[src/hdl/lzw_ram.sv]
`timescale 1ns / 1ps
// ---------------------------------------------------------------------------
// LZW generic RAM
// Single-port synchronous RAM with registered read.
// ---------------------------------------------------------------------------
module lzw_ram #(
    parameter int WIDTH = 8,
    parameter int DEPTH = 256
) (
    input  logic                     i_clk,
    input  logic                     i_we,
    input  logic [$clog2(DEPTH)-1:0] i_addr,
    input  logic [WIDTH-1:0]         i_wdata,
    output logic [WIDTH-1:0]         o_rdata
);
    logic [WIDTH-1:0] r_mem [DEPTH];

    always_ff @(posedge i_clk) begin
        if (i_we) begin
            r_mem[i_addr] <= i_wdata;
        end
        o_rdata <= r_mem[i_addr];
    end
endmodule

[config.mk]
export PLATFORM = sky130hd
export DESIGN_NAME = lzw_ram
export DESIGN_NICKNAME = d
export VERILOG_FILES = /design/src/hdl/lzw_ram.sv
export SDC_FILE = /design/constraint.sdc
export NUM_CORES = 2
export LEC_CHECK = 0
export ABC_AREA = 1
export ABC_CLOCK_PERIOD_IN_PS = 1800
export BUFFER_PORTS_ARGS = -buffer_cell sky130_fd_sc_hd__buf_2
export CAP_MARGIN = 20
export CORE_MARGIN = 10
export CORE_UTILIZATION = 30
export CTS_CLUSTER_DIAMETER = 100
export DETAILED_ROUTE_END_ITERATION = 10
export GPL_TIMING_DRIVEN = 0
export PLACE_DENSITY = 0.48
export SYNTH_ARGS = -nofsm -noshare
export SYNTH_HDL_FRONTEND = slang
export SYNTH_SLANG_ARGS = --single-unit
export TNS_END_PERCENT = 50
[constraint.sdc]
create_clock -name i_clk -period 1.8 [get_ports i_clk]
set_input_delay 0.09 -clock i_clk [delete_from_list [all_inputs] [get_ports i_clk]]
set_output_delay 0.09 -clock i_clk [all_outputs]
set_load 0.1 [all_outputs]
==> Yosys cells after proc, flatten, opt, wreduce, memory -nomap -nowiden <==
Memories as Yosys holds them, arrays and structs flattened. A register that Yosys moved wholly into a read port is not among the register bits.
Index checks and enable logic that the tools add are counted.
{ "op_classes": {"n_mux": 2} }
{ "ops": {"columns": ["op", "n"], "rows": [
  ["1-bit two-way mux", 2]
]} }
{ "word_totals": {"register_bits": 0, "ram_bits": 2048, "input_bits": 18, "mem_count": 1} }
{ "memory_table": {"columns": ["name", "words", "word_bits", "rd", "rd_ports_with_merged_regs", "write_ports", "line", "rtl"], "rows": [
  ["r_mem", 256, 8, 1, 1, 1, "16", "logic [WIDTH-1:0] r_mem [DEPTH];"]
]} }

==> Longest topological paths before layout <==
{ "depth": {"depth_word": 2, "ltp_mapped": 15, "ltp_nobuf": 13} }

==> Worst setup path after synthesis <==
No wires, ideal clock.
{ "synth_path": {"path_type": "in2reg", "start": "input i_addr[1]", "end": "memory r_mem[234][0] (enable)", "setup_ps": 370, "arrival_time_ps": 1560, "required_time_ps": 1430, "slack_ps": -130, "cell_stages": 10, "path_buffers": 4, "path_cell_list": "buf_4 > inv_4 > nor2_8 > buf_4 > buf_4 > inv_2 > nor2_1 > nand2_1 > clkbuf_1 > nor2_1"} }
{ "synth_lines": {"columns": ["element", "line", "rtl"], "rows": [
  ["start: declaration", "12", "input logic [$clog2(DEPTH)-1:0] i_addr,"],
  ["end: declaration", "16", null]
]} }
Straight into the memory's write port.

==> results.toml <==
[run_status]
status = "finished, violations left"
violations = "setup timing"

[global_route]
gr-total-overflow = 0
antenna_found_initial = 15
first_global_vias = 54756
grt_first_pass_wirelength_um = 401000
groute.usage.overall = 0.182
grt_max_degree = 117

[clock_network]
root_buffer = "clkbuf_16"
numCtsBuffers = 220
clock-sinks = 2056
cts_tree = "built"
insertion_delay_ps = 860
path_clk_slew_ps = 60
htreeDepth = 4
clockBufferDepth = 3

[worst_setup_path]
endpoint_kind = "flop"
worstPathRequired_ps = 2570
worstPathMaxFanout = 10
r2r_cells = 12
startpoint_type = "input pin"
crit_type = "input pin to flop"
critPathArrivalTime_ps = 2780

[timing]
finalCritPeriodShare = 1.12
slew_headroom = 0.242
setup_viol = 495
hold_ws_ps = 81.3
max_freq_mhz = 496
fin_skew_ps = 31.1
slew_violations = 0
rsz0062_at_grt = "true"
max_slew.worst_pin.slew_ps = 1140
fin_ws_ps = -216
hold_violations = 0
min_period_ps = 2020

[synth]
synthCells = 8021
synth-seq-cells = 2056
synth_cell_types = 18
syn_area_mm2 = 0.0849
synth_nets = 8039
yosys_warnings = 0
ys_seq_area_frac = 0.727
avgSynthCellArea_um2 = 10.6

[floorplan]
dieArea_mm2 = 0.305
core.rowCount = 195
initial_core_util = 0.301
die_y_um = 552
die_w_um = 552
io_pins = 26
core_mm2 = 0.282

[final_layout]
drive_above_1_share = 0.142
fin_nets = 8351
seqCellArea_mm2 = 0.0617
fill_cells = 27912
final_common_cell = "nand2_1"
layoutNonFillerInstCount = 12271
syn_to_final_growth_pct = 19.0
multiInputGateArea_mm2 = 0.0239
final_cell_mix = "4615 x nand2_1, 2048 x edfxtp_1, 230 x clkbuf_16"

[drt]
drt-vias-per-instance = 4.68
wl_um = 285000
vias = 57436
ant_nets = 0
top_layer = "met5"
drc = 0
drt_iter0_drc = 5442
wirelength_met1_um = 122000
drt-wirelength-per-cell_um = 23.3
dr_wl_met3_um = 19300
drtPass1Iterations = 8
wl_met2_um = 133000

[power]
pwr-share-clk = 0.421
irDropWorstVdd_mv = 1.01
internal_power_mw = 79.0
p_switching_mw = 25.1
p_sw_frac = 0.241
seq_power_share = 0.507
leakage_nw = 38.8
comb_power_share = 0.072
cellPowerDensity_mw_per_mm2 = 1030

[min_path]
hold_depth = 4
hold_class = "input pin to flop"

[placed_design]
io_buffers = 23
dp.final_hpwl_um = 197000
place.detailed.instances = 11811
globalplace.congestion = 0.966

[job]
drv_cap = 0
==> per-layer routing <==
metal / up-vias / GRT usage
li1: 27117 / -
met3: 416 / 0.0316
met5: - / 0
met4: 2 / 0.0688
met2: 1836 / 0.294
met1: 28065 / 0.244
==> kinds of logic (layout without fill, tap and decap cells) <==
kind of cell,after synthesis,count (layout),share of synthesized area
AND/OR/NAND/NOR,5321,5321,0.238
buffers and inverters,452,946,0.0236
flip-flops,2056,2056,0.727
AO/OA/AOI/OAI,192,192,0.0113
other,0,13,0
==> synth_stat cells, drive strengths merged <==
cell type / n / area share
inv: 35 / 0.0016
nand2: 4771 / 0.21
clkbuf: 170 / 0.0075
nand3: 188 / 0.011
buf: 247 / 0.014
nor2: 362 / 0.016
o21ai: 160 / 0.0094
edfxtp: 2048 / 0.72
dfxtp: 8 / 0.0019
a21oi: 32 / 0.0019
==> worst paths after layout <==
kind         slack [ps]               startpoint                endpoint
max                -220                i_addr[0]      o_rdata[1]$_DFF_P_
min                  80                i_addr[7]  r_mem[66][1]$_DFFE_PP_
max reg2reg        -170  r_mem[248][1]$_DFFE_PP_      o_rdata[1]$_DFF_P_
min reg2reg        1100   r_mem[95][3]$_DFFE_PP_      o_rdata[3]$_DFF_P_
==> through the flow <==
stage / util / TNS [ps] / power (mW) / instance area (um^2) / worst slack [ps]
after floorplan: - / -115130 / 57.0 / 84900 / -130
after global placement: 0.318 / - / 60.8 / 89700 / -4280
after detailed placement: 0.321 / -3651470 / 60.7 / 90400 / -2400
after CTS: 0.353 / -37200 / 104 / 99500 / -238
after global routing: 0.358 / -5650 / 107 / 101000 / -209
final: 0.358 / -14450 / 104 / 101000 / -216
==> registers in the layout (all words and copies together) (netlist names) <==
name	flops
r_mem	2048
o_rdata	8
==> critical path: stages <==
cell	delay, ps
buf_2	180
buf_6	270
nand2_4	140
inv_4	230
buf_6	310
buf_4	350
nand2_1	90
nand3_1	120
nand2_1	60
nand2_1	120
o21ai_4	90
nand2_2	190
nor2_2	60
nor2_1	120
nor2_1	80
nand2_2	170
==> cell type report <==
class,count,area share
inverter,35,0.00144
multi-input combinational,5513,0.237
clock buffer,262,0.0576
antenna,13,0.000322
clock inverter,142,0.0108
buffer,417,0.0227
timing repair buffer,90,0.0137
tap,3743,0.0464
sequential,2056,0.611
==> power groups by stage <==
stage	combinational, mW	sequential (mW)	clock [mW]
floorplan	3.00	54.0	0
global placement	6.73	54.1	0
detailed placement	6.91	53.8	0
CTS	7.15	52.8	44.5
global route	7.95	52.8	46.5
finish	7.45	52.8	43.9
==> what timing repair did <==
action,in CTS,in global routing
hold buffers,10,3
buffers inserted,16,9
endpoints found under the setup margin,2053,1704
gates resized for setup,554,441
endpoints found under the hold margin,541,2
pin swaps,14,83
cloned,1,2
Note: power is estimated with default switching activity, not from simulation.
