$ cat config.mk
export PLATFORM = sky130hd
export DESIGN_NAME = lzw_hash
export DESIGN_NICKNAME = d
export VERILOG_FILES = /design/src/hdl/lzw_pkg.sv /design/src/hdl/lzw_hash.sv
export SDC_FILE = /design/constraint.sdc
export NUM_CORES = 1
export LEC_CHECK = 0
export BUFFER_PORTS_ARGS = -buffer_cell sky130_fd_sc_hd__buf_2
export CORE_ASPECT_RATIO = 2
export CORE_UTILIZATION = 26
export DETAILED_ROUTE_END_ITERATION = 12
export SLEW_MARGIN = 10
export SYNTH_ARGS = -nofsm -noshare
export SYNTH_HDL_FRONTEND = slang
export SYNTH_SLANG_ARGS = --single-unit
$ cat constraint.sdc
create_clock -name i_clk -period 13.6 [get_ports i_clk]
set_input_delay 2.04 -clock i_clk [delete_from_list [all_inputs] [get_ports i_clk]]
set_output_delay 2.04 -clock i_clk [all_outputs]
set_load 0.03 [all_outputs]
$ cat src/hdl/lzw_pkg.sv
`timescale 1ns / 1ps
// ---------------------------------------------------------------------------
// LZW encoder package
// Shared types and constants for the GIF LZW encoder.
// ---------------------------------------------------------------------------
package lzw_pkg;
    localparam logic [11:0] CLEAR_CODE  = 12'd256;
    localparam logic [11:0] END_CODE    = 12'd257;
    localparam logic [12:0] FIRST_FREE  = 13'd258;
    localparam logic [12:0] CODE_LIMIT  = 13'd4096;
    localparam logic [3:0]  START_WIDTH = 4'd9;
    localparam logic [3:0]  MAX_WIDTH   = 4'd12;
    localparam int          OUT_MAX     = 4;

    typedef enum logic [3:0] {
        ST_IDLE,
        ST_DRAIN0,
        ST_HASH,
        ST_PROBE,
        ST_CHECK,
        ST_DECIDE,
        ST_WRITE,
        ST_LAST,
        ST_DRAIN1,
        ST_WIPE
    } t_state;

    // dictionary entry: used, tag, code, key
    typedef struct packed {
        logic        used;
        logic [7:0]  tag;
        logic [11:0] code;
        logic [19:0] key;
    } t_entry;

    typedef struct packed {
        logic [7:0] data;
        logic       done;
    } t_beat;
endpackage

$ cat src/hdl/lzw_hash.sv
`timescale 1ns / 1ps
// ---------------------------------------------------------------------------
// LZW hash
// Registered multiplicative hash of a 20-bit key to a home slot.
// ---------------------------------------------------------------------------
module lzw_hash import lzw_pkg::*; #(
    parameter int DICT_SLOTS = 8192
) (
    input  logic                          i_clk,
    input  logic [19:0]                   i_key,
    output logic [$clog2(DICT_SLOTS)-1:0] o_slot
);
    localparam int AW = $clog2(DICT_SLOTS);
    logic [31:0] n_prod;

    assign n_prod = i_key * 32'd2654435761;

    // slot count is a power of two: the modulo is a mask
    always_ff @(posedge i_clk) begin
        o_slot <= n_prod[8 +: AW];
    end
endmodule

* Word-level counts from Yosys, hierarchy flattened
Cells that the tools add are included.
** Cells by class
- Add/sub/neg operators :: 0
- Multiply operators :: 1
- Div/mod/pow operators :: 0
- $lt $le $gt $ge :: 0
- Equality and inequality tests :: 0
- Shift-type cells :: 0
- Muxes and demuxes :: 0
- Bitwise gates (word level) :: 0
- Reduce and logical (&&, ||, !) cells :: 0
** Operators with widths (number)
- $mul 20x32->21 const B :: 1
** Word-level totals
- Bits in registers :: 13
- Latch bits :: 0
- Bits in writable memories :: 0
- ROM bits :: 0
- Bits of input ports :: 21
- Output and inout port bits :: 13
- Memories :: 0

* Longest topological paths before layout
- Depth in word-level cells :: 1
- Mapped depth :: 21
- Mapped depth without buffers :: 21

* Worst setup path before layout
Ideal clock, no wire load.
- Path kind :: input to register
- Start :: in i_key[3]
- End :: reg o_slot[12]
- Library setup time :: 0.120 ns
- Arrival :: 6.782 ns
- Data required time :: 13.480 ns
- Slack :: 6.698 ns
- Stages :: 21
- Path buffers :: 0
- Cells stage by stage :: ha_1 xor2_1 ha_1 a21oi_1 fa_1 inv_1 fa_1 inv_1 fa_1 inv_1 fa_1 inv_1 fa_1 inv_1 ha_1 and3_1 a221o_1 a21oi_2 o21ai_1 a31oi_2 xnor2_1
** On the way
- Word-level cells in the longest chain between the ends :: 1
** Ends and longest elaborated chain
- start: declaration :: line lzw_hash.sv:10 : input logic [19:0] i_key,
- $mul 20x32->21 :: line lzw_hash.sv:16 : assign n_prod = i_key * 32'd2654435761;
- via n_prod[20] :: line lzw_hash.sv:14 : logic [31:0] n_prod;
- end signal: assignment :: line lzw_hash.sv:20 : o_slot <= n_prod[8 +: AW];
- end: declaration :: line lzw_hash.sv:11 : output logic [$clog2(DICT_SLOTS)-1:0] o_slot
The timed path passes the listed nets, and every way through them passes these cells.

* Final worst setup path
- Start :: in i_key[4]
- End :: reg o_slot[11]
The elaborated chain is that of the path after synthesis.

==> impl_metrics.json <==
{
  "final_nets": 566,
  "die_h_um": 169,
  "arrival_ns": 7.33,
  "synth_top_area_share_pct": 32.0,
  "die_area_sq_um": 14500,
  "whs_ns": 2.39,
  "drive_above_1_share_pct": 10.4,
  "ant_nets": 0,
  "synth-seq-cells": 13,
  "clock_path_buffers": 2,
  "firstDrtPassIters": 5,
  "clkTransAtPathRegs_ns": 0.05,
  "core_sq_um": 13500,
  "netlist_area_sq_um": 3640,
  "yosysTopAreaCell": "ha_1",
  "cpMaxStageDelayCell": "fa_1",
  "crit_fanout": 8,
  "worst_slew_pin_slew_ns": 0.440,
  "criticalPathCategory": "input pin to register",
  "postCtsSetupBuffers": 0,
  "reg_top3": "o_slot x13",
  "routedWlPerCell_um": 15.2,
  "drtIter0Drc": 64,
  "slew_viol_final": 0,
  "layout_min_cycle_time_ns": 7.15,
  "gr-total-overflow": 0,
  "endpoint_kind": "register",
  "cts_tree": "built",
  "place.port_buffers": 33,
  "cp_cell_sequence": "buf_2, ha_1, xor2_1, ha_1, a21oi_1, fa_1, inv_1, fa_1, inv_1, fa_1, inv_1, fa_1, inv_1, fa_1, inv_1, ha_1, and3_1, a221o_1, a21oi_2, o211ai_1, a31oi_1, xnor2_1",
  "drc": 0,
  "antenna_found_initial": 0,
  "gp_congestion": 0.854,
  "setup_tns_ns": 0,
  "cp_slowest_stage_delay_ns": 0.52,
  "cp_data_required_time_ns": 13.78,
  "grt_pass1_vias": 2836,
  "hpwl_mm": 7.82,
  "numCtsBuffers": 3,
  "timing.fmax_mhz": 140,
  "ys_types": 32,
  "async_flop_share_pct": 0,
  "ctsResizeCount": 0,
  "ys.flop_type": "dfxtp_1",
  "largest_reg_flops": 13,
  "hold_path.class": "input pin to register",
  "clock_tree.root_cell": "clkbuf_16",
  "worst_setup_path_start_kind": "input pin",
  "grt_pass1_wl_mm": 13.7,
  "period_share_pct": 52.6,
  "clock_sinks": 13,
  "ys_seq_area_share_pct": 7.16,
  "relSlewSlack_pct": 70.6,
  "grt_use_total_pct": 12.6,
  "rsz0062_at_grt": "no",
  "grt_max_degree": 10,
  "syn2layout_area_growth_pct": 12.1,
  "setup_viol": 0,
  "io_pins": 34,
  "yosys_warnings": 0,
  "vias": 2479,
  "synth-edff-count": 0,
  "cts_hold_buf": 0,
  "start_util_pct": 26.9,
  "drt-vias-per-instance": 4.52,
  "syn_nets": 528,
  "drv_cap": 0,
  "antennaDiodeCount": 0,
  "synthTopCellsByArea": "ha_1 (32%), fa_1 (32%), inv_1 (11%)",
  "outcome": "finished, final reports clean",
  "totalWireLength_mm": 8.32,
  "die_w_um": 85.6,
  "avgSynthCellArea_sq_um": 10.2,
  "fp-row-count": 60,
  "syn_inst": 356,
  "htreeDepth": 1,
  "regMostFlops": "o_slot",
  "hold_violations": 0
}
## logic make-up (layout without fill, tap and decap cells)
kind of cell             count (synthesis)  after routing  synth area share [%]
adder cells (fa/ha/maj)                151            151                  63.9
buffers and inverters                  104            141                  10.7
XOR/XNOR                                37             37                  8.91
AO/OA/AOI/OAI                           33             33                  6.61
AND/OR/NAND/NOR                         18             18                  2.68
flip-flops                              13             13                  7.16
## through the flow
stage | setup WS (ns) | std cells | area (sq um) | utilization, %
final | 6.45 | 548 | 4080 | 30.2
after global routing | 6.19 | 548 | 4080 | 30.2
after CTS | 6.48 | 548 | 4080 | 30.2
after detailed placement | 6.21 | 544 | 4000 | 29.6
after global placement | 6.31 | 544 | 4000 | 29.6
after floorplan | 6.70 | 356 | 3640 | -
## synthesized netlist by cell type, types with 2 or more instances
| cell type | n |
|---|---|
| a221o_1 | 2 |
| fa_1 | 58 |
| a21oi_2 | 2 |
| ha_1 | 93 |
| a21o_1 | 4 |
| a41oi_1 | 2 |
| a21oi_1 | 6 |
| nand2b_1 | 2 |
| and3_1 | 2 |
| inv_1 | 104 |
| dfxtp_1 | 13 |
| o211ai_1 | 2 |
| nor2_1 | 6 |
| nand2_1 | 3 |
| xor2_1 | 11 |
| o21ai_1 | 2 |
| o21ai_0 | 3 |
| xnor2_1 | 26 |
| o21bai_1 | 2 |
## path summary, 6_finish.rpt
| check | endpoint | depth (start not counted) | slack (ns) | start |
|---|---|---|---|---|
| setup / recovery | o_slot[11] | 22 | 6.45 | i_key[4] |
| hold / removal | o_slot[0] | 4 | 2.39 | i_key[4] |
## layout make-up
type                            count  area [sq um]
Fill cell                        1439          9440
Multi-Input combinational cell    239          2990
Inverter                          104           390
Sequential cell                    13           260
Tap cell                          155           194
Timing Repair Buffer               33           165
Clock buffer                        3          75.1
Clock inverter                      1          5.00
## placed cells by master, fill, tap and decap left out, types with 2 or more instances in the layout
| master | count |
|---|---|
| o211ai_1 | 2 |
| and3_1 | 2 |
| clkbuf_16 | 3 |
| a41oi_1 | 2 |
| o21ai_0 | 3 |
| o21bai_1 | 2 |
| a221o_1 | 2 |
| inv_1 | 104 |
| nor2_1 | 6 |
| a21o_1 | 4 |
| o21ai_1 | 2 |
| fa_1 | 58 |
| nand2_1 | 3 |
| xnor2_1 | 26 |
| a21oi_2 | 2 |
| buf_2 | 33 |
| ha_1 | 93 |
| dfxtp_1 | 13 |
| nand2b_1 | 2 |
| xor2_1 | 11 |
| a21oi_1 | 6 |
## metal layers
layer	vias up	global-route usage, %	routed length, um
li1	1190	-	-
met1	1230	11.2	2660
met2	50	27.7	5280
met3	9	0.730	189
met4	0	4.57	187
met5	-	0	0
## critical path, delay by kind of cell
kind / cells / cell delay, ns
compound gates: 5 / 0.95
xor+xnor: 2 / 0.32
fa+ha+maj: 8 / 3.38
buf+inv: 6 / 0.41
simple gates: 1 / 0.22
Power is left out: the tool's default activity adds up to more than one toggle a clock period on the data nets, which glitch-free logic cannot reach.
